### config.mk
export PLATFORM = sky130hd
export DESIGN_NAME = bounded_deque_with_positional_delete
export DESIGN_NICKNAME = d
export VERILOG_FILES = /design/src/bdq_pkg.sv /design/src/bounded_deque_with_positional_delete.sv
export VERILOG_INCLUDE_DIRS = /design/src /design/src/src
export SDC_FILE = /design/constraint.sdc
export NUM_CORES = 2
export LEC_CHECK = 0
export ABC_AREA = 0
export BUFFER_PORTS_ARGS = -buffer_cell sky130_fd_sc_hd__buf_2
export CORE_ASPECT_RATIO = 1.5
export CORE_UTILIZATION = 60
export DETAILED_ROUTE_END_ITERATION = 6
export GPL_TIMING_DRIVEN = 1
export PLACE_DENSITY = 0.76
export SYNTH_ARGS = -nofsm -noshare
export SYNTH_HDL_FRONTEND = slang
export SYNTH_SLANG_ARGS = --single-unit
### constraint.sdc
create_clock -name clk -period 16.13 [get_ports clk]
set_clock_uncertainty 0.15 [all_clocks]
set_input_delay 2.4195 -clock clk [delete_from_list [all_inputs] [get_ports clk]]
set_output_delay 2.4195 -clock clk [all_outputs]
set_load 0.005 [all_outputs]
### src/bounded_deque_with_positional_delete_macros.svh
// ----------------------------------------------------------------------------
// bounded deque assertion macros
// shared assertion shorthands for the deque block
// ----------------------------------------------------------------------------
`ifndef BOUNDED_DEQUE_WITH_POSITIONAL_DELETE_MACROS_SVH
`define BOUNDED_DEQUE_WITH_POSITIONAL_DELETE_MACROS_SVH

// same-cycle implication, checked outside reset
`define BDQ_ASSERT_NOW(lbl, clk, rst_n, ante, cons, msg) \
  lbl: assert property (@(posedge clk) disable iff (!rst_n) (ante) |-> (cons)) \
    else $error(msg);

// next-cycle implication, checked outside reset
`define BDQ_ASSERT_NEXT(lbl, clk, rst_n, ante, cons, msg) \
  lbl: assert property (@(posedge clk) disable iff (!rst_n) (ante) |=> (cons)) \
    else $error(msg);

`endif

### src/bdq_pkg.sv
// ----------------------------------------------------------------------------
// bdq_pkg
// types and codes for the bounded deque with positional delete
// ----------------------------------------------------------------------------
package bdq_pkg;

  // default capacity in words
  localparam int DEPTH_DEF = 64;

  // operation codes
  localparam logic [2:0] MODE_PUSH_BACK  = 3'd0;
  localparam logic [2:0] MODE_PUSH_FRONT = 3'd1;
  localparam logic [2:0] MODE_POP_BACK   = 3'd2;
  localparam logic [2:0] MODE_POP_FRONT  = 3'd3;
  localparam logic [2:0] MODE_POP_AT     = 3'd4;

  // result status codes
  localparam logic [1:0] STAT_OK        = 2'd0;
  localparam logic [1:0] STAT_NOT_FOUND = 2'd1;
  localparam logic [1:0] STAT_FULL      = 2'd2;

  // word returned by a failed removal (+infinity of a double)
  localparam logic [63:0] INF_WORD = 64'h7FF0_0000_0000_0000;

  // sequencer states
  typedef enum logic [2:0] {
    S_IDLE  = 3'b001,
    S_RD    = 3'b010,
    S_SHIFT = 3'b100
  } state_t;

endpackage

### src/bounded_deque_with_positional_delete.sv
// ----------------------------------------------------------------------------
// bounded_deque_with_positional_delete
// ring-buffer deque of 64-bit words with removal at a 1-based position
// ----------------------------------------------------------------------------
// Words live in one synchronous ring memory addressed from a head pointer.
// A transaction is taken when start is high and busy is low; its result shows
// on the out_ ports for one cycle under out_valid, and the receiver must take
// it then. Inserts (and any refused or failed operation) show their result in
// the next cycle. Removal from the back or the front passes through S_RD for
// the registered memory read. Removal at position p with n entries stored goes
// through S_RD and then, if n > p, S_SHIFT: the n - p entries behind it are
// moved forward one per cycle through the memory's one read and one write port.
`include "bounded_deque_with_positional_delete_macros.svh"

module bounded_deque_with_positional_delete
  import bdq_pkg::*;
#(
  parameter int DEPTH = DEPTH_DEF
) (
  input  logic        clk,
  input  logic        rst_n,
  input  logic        start,
  output logic        busy,
  input  logic [2:0]  in_mode,
  input  logic [63:0] in_value,
  input  logic [6:0]  in_position,
  output logic        out_valid,
  output logic [63:0] out_removed_value,
  output logic [1:0]  out_status,
  output logic [6:0]  out_entry_count
);

  localparam int AW = $clog2(DEPTH);
  localparam int CW = $clog2(DEPTH + 1);
  localparam int EW = (CW > 7) ? CW : 7;

  // ring pointer helpers
  function automatic logic [AW-1:0] ptr_inc(input logic [AW-1:0] p);
    ptr_inc = (p == AW'(DEPTH - 1)) ? '0 : p + AW'(1);
  endfunction

  function automatic logic [AW-1:0] ptr_dec(input logic [AW-1:0] p);
    ptr_dec = (p == '0) ? AW'(DEPTH - 1) : p - AW'(1);
  endfunction

  function automatic logic [AW-1:0] ptr_add(input logic [AW-1:0] p,
                                            input logic [AW-1:0] i);
    logic [AW:0] s;
    s = {1'b0, p} + {1'b0, i};
    if (s >= (AW+1)'(DEPTH)) s = s - (AW+1)'(DEPTH);
    ptr_add = s[AW-1:0];
  endfunction

  // control and datapath registers
  state_t         state_r, state_nxt;
  logic [AW-1:0]  head_r, head_nxt;
  logic [CW-1:0]  count_r, count_nxt;
  logic [AW-1:0]  wr_ptr_r, wr_ptr_nxt;
  logic [AW-1:0]  rd_ptr_r, rd_ptr_nxt;
  logic [CW-1:0]  shifts_r, shifts_nxt;
  logic [63:0]    rem_r, rem_nxt;
  logic           out_valid_r, out_valid_nxt;
  logic [63:0]    out_value_r, out_value_nxt;
  logic [1:0]     out_status_r, out_status_nxt;
  logic [6:0]     out_count_r, out_count_nxt;

  // memory port
  logic [63:0]    mem [DEPTH];
  logic           mem_we, mem_re;
  logic [AW-1:0]  mem_waddr, mem_raddr;
  logic [63:0]    mem_wdata;
  logic [63:0]    rd_data_r;

  // decode helpers
  logic           accept;
  logic           full, empty;
  logic [EW-1:0]  pos_e;
  logic [EW-1:0]  idx_e;
  logic [AW-1:0]  idx;
  logic           pos_bad;

  assign busy   = (state_r != S_IDLE);
  assign accept = start && !busy;
  assign full   = (count_r == CW'(DEPTH));
  assign empty  = (count_r == '0);
  assign pos_e  = EW'(in_position);
  assign idx_e  = pos_e - EW'(1);
  assign idx    = idx_e[AW-1:0];
  assign pos_bad = (pos_e == '0) || (pos_e > EW'(count_r));

  // sequencer and memory control
  always_comb begin
    state_nxt      = state_r;
    head_nxt       = head_r;
    count_nxt      = count_r;
    wr_ptr_nxt     = wr_ptr_r;
    rd_ptr_nxt     = rd_ptr_r;
    shifts_nxt     = shifts_r;
    rem_nxt        = rem_r;
    out_valid_nxt  = 1'b0;
    out_value_nxt  = out_value_r;
    out_status_nxt = out_status_r;
    out_count_nxt  = out_count_r;
    mem_we         = 1'b0;
    mem_re         = 1'b0;
    mem_waddr      = wr_ptr_r;
    mem_raddr      = rd_ptr_r;
    mem_wdata      = in_value;

    case (state_r)
      S_IDLE: begin
        if (accept) begin
          out_value_nxt  = '0;
          out_status_nxt = STAT_OK;
          case (in_mode)
            MODE_PUSH_BACK: begin
              if (full) begin
                out_status_nxt = STAT_FULL;
              end else begin
                mem_we    = 1'b1;
                mem_waddr = ptr_add(head_r, count_r[AW-1:0]);
                count_nxt = count_r + CW'(1);
              end
              out_valid_nxt = 1'b1;
            end
            MODE_PUSH_FRONT: begin
              if (full) begin
                out_status_nxt = STAT_FULL;
              end else begin
                mem_we    = 1'b1;
                mem_waddr = ptr_dec(head_r);
                head_nxt  = ptr_dec(head_r);
                count_nxt = count_r + CW'(1);
              end
              out_valid_nxt = 1'b1;
            end
            MODE_POP_BACK: begin
              if (empty) begin
                out_value_nxt  = INF_WORD;
                out_status_nxt = STAT_NOT_FOUND;
                out_valid_nxt  = 1'b1;
              end else begin
                mem_re     = 1'b1;
                mem_raddr  = ptr_add(head_r, count_r[AW-1:0] - AW'(1));
                shifts_nxt = '0;
                count_nxt  = count_r - CW'(1);
                state_nxt  = S_RD;
              end
            end
            MODE_POP_FRONT: begin
              if (empty) begin
                out_value_nxt  = INF_WORD;
                out_status_nxt = STAT_NOT_FOUND;
                out_valid_nxt  = 1'b1;
              end else begin
                mem_re     = 1'b1;
                mem_raddr  = head_r;
                head_nxt   = ptr_inc(head_r);
                shifts_nxt = '0;
                count_nxt  = count_r - CW'(1);
                state_nxt  = S_RD;
              end
            end
            MODE_POP_AT: begin
              if (pos_bad) begin
                out_value_nxt  = INF_WORD;
                out_status_nxt = STAT_NOT_FOUND;
                out_valid_nxt  = 1'b1;
              end else begin
                mem_re     = 1'b1;
                mem_raddr  = ptr_add(head_r, idx);
                wr_ptr_nxt = ptr_add(head_r, idx);
                shifts_nxt = count_r - CW'(1) - CW'(idx);
                count_nxt  = count_r - CW'(1);
                state_nxt  = S_RD;
              end
            end
            default: begin
              out_valid_nxt = 1'b1;
            end
          endcase
          out_count_nxt = 7'(count_nxt);
        end
      end

      // removed word arrives from memory
      S_RD: begin
        if (shifts_r == '0) begin
          out_valid_nxt  = 1'b1;
          out_value_nxt  = rd_data_r;
          out_status_nxt = STAT_OK;
          out_count_nxt  = 7'(count_r);
          state_nxt      = S_IDLE;
        end else begin
          rem_nxt    = rd_data_r;
          mem_re     = 1'b1;
          mem_raddr  = ptr_inc(wr_ptr_r);
          rd_ptr_nxt = ptr_inc(wr_ptr_r);
          state_nxt  = S_SHIFT;
        end
      end

      // move one trailing entry forward per cycle
      S_SHIFT: begin
        mem_we     = 1'b1;
        mem_waddr  = wr_ptr_r;
        mem_wdata  = rd_data_r;
        wr_ptr_nxt = rd_ptr_r;
        shifts_nxt = shifts_r - CW'(1);
        if (shifts_r != CW'(1)) begin
          mem_re     = 1'b1;
          mem_raddr  = ptr_inc(rd_ptr_r);
          rd_ptr_nxt = ptr_inc(rd_ptr_r);
        end else begin
          out_valid_nxt  = 1'b1;
          out_value_nxt  = rem_r;
          out_status_nxt = STAT_OK;
          out_count_nxt  = 7'(count_r);
          state_nxt      = S_IDLE;
        end
      end

      default: begin
        state_nxt = S_IDLE;
      end
    endcase
  end

  // ring memory, registered read
  always_ff @(posedge clk) begin
    if (mem_we) mem[mem_waddr] <= mem_wdata;
    if (mem_re) rd_data_r <= mem[mem_raddr];
  end

  // control state
  always_ff @(posedge clk) begin
    if (!rst_n) begin
      state_r     <= S_IDLE;
      head_r      <= '0;
      count_r     <= '0;
      out_valid_r <= 1'b0;
    end else begin
      state_r     <= state_nxt;
      head_r      <= head_nxt;
      count_r     <= count_nxt;
      out_valid_r <= out_valid_nxt;
    end
  end

  // payload and shift bookkeeping
  always_ff @(posedge clk) begin
    wr_ptr_r     <= wr_ptr_nxt;
    rd_ptr_r     <= rd_ptr_nxt;
    shifts_r     <= shifts_nxt;
    rem_r        <= rem_nxt;
    out_value_r  <= out_value_nxt;
    out_status_r <= out_status_nxt;
    out_count_r  <= out_count_nxt;
  end

  assign out_valid         = out_valid_r;
  assign out_removed_value = out_value_r;
  assign out_status        = out_status_r;
  assign out_entry_count   = out_count_r;

  // checks
  `BDQ_ASSERT_NOW(a_count_bound, clk, rst_n, 1'b1, count_r <= CW'(DEPTH),
    "entry count above capacity")
  `BDQ_ASSERT_NOW(a_no_rw_clash, clk, rst_n, mem_we && mem_re,
    mem_waddr != mem_raddr, "read and write to the same entry in one cycle")
  `BDQ_ASSERT_NOW(a_shift_left, clk, rst_n, state_r == S_SHIFT, shifts_r != '0,
    "shift state with nothing left to move")
  `BDQ_ASSERT_NEXT(a_push_result, clk, rst_n,
    accept && !full && (in_mode == MODE_PUSH_BACK || in_mode == MODE_PUSH_FRONT),
    out_valid && count_r == $past(count_r) + CW'(1), "insert did not complete")

endmodule
==> results.py <==
metrics = {
    "synth": {
        "syn_area_um2": 165000,
        "synthSimpleGateAreaFrac_pct": 2.14,
        "syn_inst": 7360,
        "postSynthAreaPerCell_um2": 22.5,
        "post-synth-top-area-fraction_pct": 78.4,
        "ys_ff_latch": 4333,
        "yosys_warnings": 0,
        "yosysSeqAreaShare_pct": 78.6,
        "synth_top_family_by_area": "multiplexers",
        "synth_edf_count": 4316,
        "synth-main-ff-cell": "edfxtp_1",
        "yosysUniqueCellTypes": 91,
        "async_reset_ff_share_pct": 0,
        "yosys-top-cells-area": "edfxtp_1 (78%), mux4_2 (14%), a22oi_1 (2.3%)",
        "synth-compound-area-share_pct": 3.48,
        "synth-xor-area-share_pct": 0.221,
        "synth.area.mux_share_pct": 14.0,
        "synthAdderAreaFrac_pct": 0.336,
        "synth_fp_nets": 7479,
        "yosysTopAreaCell": "edfxtp_1",
    },
    "setup_path": {
        "cp_max_fo": 81,
        "worstReg2RegEnd": "rd_data_r[3]$_DFFE_PP_",
        "crit_type": "in -> reg",
        "required_ps": 16630,
        "r2r-start": "shifts_r[0]$_DFFE_PP_",
        "r2r_cells": 14,
        "rrSetupSlack_ps": 8680,
        "worstPathArrival_ps": 8380,
        "start_kind": "primary input",
        "cp-end-kind": "flop",
    },
    "pwr": {
        "power_frac_comb_pct": 6.9,
        "peakVddDrop_mv": 0.101,
        "internal-power_mw": 17.9,
        "p_per_area_nw_per_um2": 125,
        "swShare_pct": 21.8,
        "p_leak_nw": 56.9,
        "power.net_switching_mw": 4.97,
        "seq_power_share_pct": 54.7,
        "power_mw": 22.8,
        "clock_power_share_pct": 38.4,
    },
    "run_status": {
        "status": "finished, violations left",
        "violations": "DRC",
    },
    "clock_network": {
        "cts.repair.resized": 0,
        "cts_root_buf": "clkbuf_16",
        "clkSinkCount": 4333,
        "numCtsBuffers": 366,
        "clk_pin_slew_ps": 70,
        "htreeDepth": 5,
        "cts_buffer_depth": 4,
        "cts_tree": "yes",
        "cts_hold_buf": 0,
        "insertion_delay_ps": 940,
        "cts_setup_buffers": 0,
    },
    "global_route": {
        "grtUsageTotal_pct": 34.9,
        "grt_pass1_vias": 86417,
        "grt_overflow": 0,
        "grt_start_max_net_pins": 150,
        "grt_antenna_before_repair": 16,
        "grt_pass1_wl_um": 665000,
    },
    "floorplan": {
        "core.rowCount": 235,
        "dieArea_um2": 278000,
        "coreArea_um2": 274000,
        "initial_core_util_pct": 60.4,
        "die_h_um": 645,
        "die_w_um": 431,
        "pin_count": 152,
    },
    "cells_and_area": {
        "drive_above_1_share_pct": 25.6,
        "multi_input_area_um2": 33900,
        "regArea_um2": 130000,
        "num-nets-final": 7858,
        "final_cell_mix": "edfxtp_1 (4316), mux4_2 (1024), a22oi_1 (512)",
        "final_common_cell": "edfxtp_1",
        "fillCellCount": 16111,
        "syn_to_final_growth_pct": 10.7,
        "utilization_pct": 66.9,
    },
    "place": {
        "dp_hpwl_um": 243000,
        "io_buffer_count": 151,
        "gp_congestion": 0.923,
    },
    "hold_path": {
        "whs_endpoint": "rem_r[6]$_DFFE_PP_",
        "hold_depth": 0,
        "hold_path_class": "reg -> reg",
        "hold_path_startpoint": "rd_data_r[6]$_DFFE_PP_",
    },
    "route": {
        "drt_iter0_drc": 14051,
        "vias": 86500,
        "routed_wl_um": 483000,
        "wl_per_cell_um": 41.3,
        "first_pass_iters": 7,
        "drc": 1,
        "vias_per_cell": 7.39,
        "ant_nets": 0,
    },
    "timing": {
        "fmax_ghz": 0.127,
        "fin_crit_sh_pct": 48.8,
        "setup_tns_ps": 0,
        "setup_viol": 0,
        "slew_violations": 0,
        "finalCriticalPeriod_ps": 7880,
        "max_slew_margin_pct": 13.2,
        "whs_ps": 347,
        "hold_viol": 0,
        "worst_pin_slew_ps": 1300,
        "rsz0062_at_grt": "no",
    },
    "run": {
        "maxCapViolCount": 0,
    },
}
-- stage by stage --
step	cell area, µm²	setup WS, ps	instances
6_report	183000	8250	11712
5_1_grt	183000	7910	11699
4_1_cts	183000	8280	11698
3_5_place_dp	171000	7410	11044
3_3_place_gp	171000	7470	11044
2_1_floorplan	165000	8630	7360
-- flip-flops by register name (all words and copies together) (netlist names), 6 cells and up --
signal / flops
count_r: 7
rd_ptr_r: 6
mem: 4096
shifts_r: 7
out_removed_value: 64
rd_data_r: 64
head_r: 6
out_entry_count: 7
rem_r: 64
wr_ptr_r: 6
-- worst max-delay path: stages --
cell       delay, ps
buf_2            130
nand4bb_1        440
nor2_1           150
nand2_1          320
nor2_1           110
nor3_1           280
o2111a_4         780
buf_4            640
buf_12           550
buf_4            880
mux4_2           630
a22oi_1          280
nand4_1          240
or2_1            270
-- routing by layer --
layer  vias to the layer above  track usage [%]  routed length (µm)
met1                     44409             42.4              144000
met5                         -                0                  92
met3                      1987             8.44               67400
met4                        12             21.2               36400
li1                      32137                -                   -
met2                      7955             56.9              235000
-- power groups by stage --
stage	registers, mW	clock network (mW)	logic, mW
floorplan	12.7	0	1.10
global placement	12.7	0	1.51
detailed placement	12.7	0	1.54
CTS	12.5	8.79	1.57
global route	12.5	9.17	1.65
finish	12.5	8.77	1.58
-- logic make-up after synthesis --
logic type,Yosys count
AND/OR/NAND/NOR,701
XOR/XNOR,40
buffers and inverters,439
AO/OA/AOI/OAI,776
multiplexers,1029
adder cells (fa/ha/maj),42
flip-flops,4333
-- worst max path at each step --
stage / startpoint / end / slack (ps)
floorplan: in_mode[2] / mem[56][0]$_DFFE_PP_ / 8630
global placement: in_position[6] / rd_data_r[3]$_DFFE_PP_ / 7470
detailed placement: start / rd_data_r[3]$_DFFE_PP_ / 7410
global route: start / rd_data_r[3]$_DFFE_PP_ / 7910
CTS: start / rd_data_r[3]$_DFFE_PP_ / 8280
finish: start / rd_data_r[3]$_DFFE_PP_ / 8250
-- cell usage after synthesis, types with 22 or more instances --
| cell | count |
|---|---|
| a21oi_1 | 50 |
| buf_2 | 234 |
| nand3_1 | 22 |
| ha_1 | 38 |
| clkbuf_1 | 94 |
| nand2_1 | 275 |
| buf_1 | 29 |
| buf_4 | 40 |
| inv_1 | 33 |
| o21ai_0 | 49 |
| or2_1 | 66 |
| xnor2_1 | 23 |
| mux4_2 | 1024 |
| edfxtp_1 | 4316 |
| a22o_1 | 54 |
| nor2_1 | 110 |
| a22oi_1 | 512 |
| nand4_1 | 130 |
-- cell type report --
| cell class | instances | share of cell area [%] |
|---|---|---|
| antenna | 14 | 0.0191 |
| clock buffer | 448 | 5.25 |
| clock inverter | 206 | 1.06 |
| inverter | 34 | 0.0697 |
| multi-input combinational | 2588 | 18.5 |
| sequential | 4333 | 71.0 |
| tap | 3673 | 2.51 |
| timing repair buffer | 416 | 1.59 |
Power figures use the tool's default switching activity.
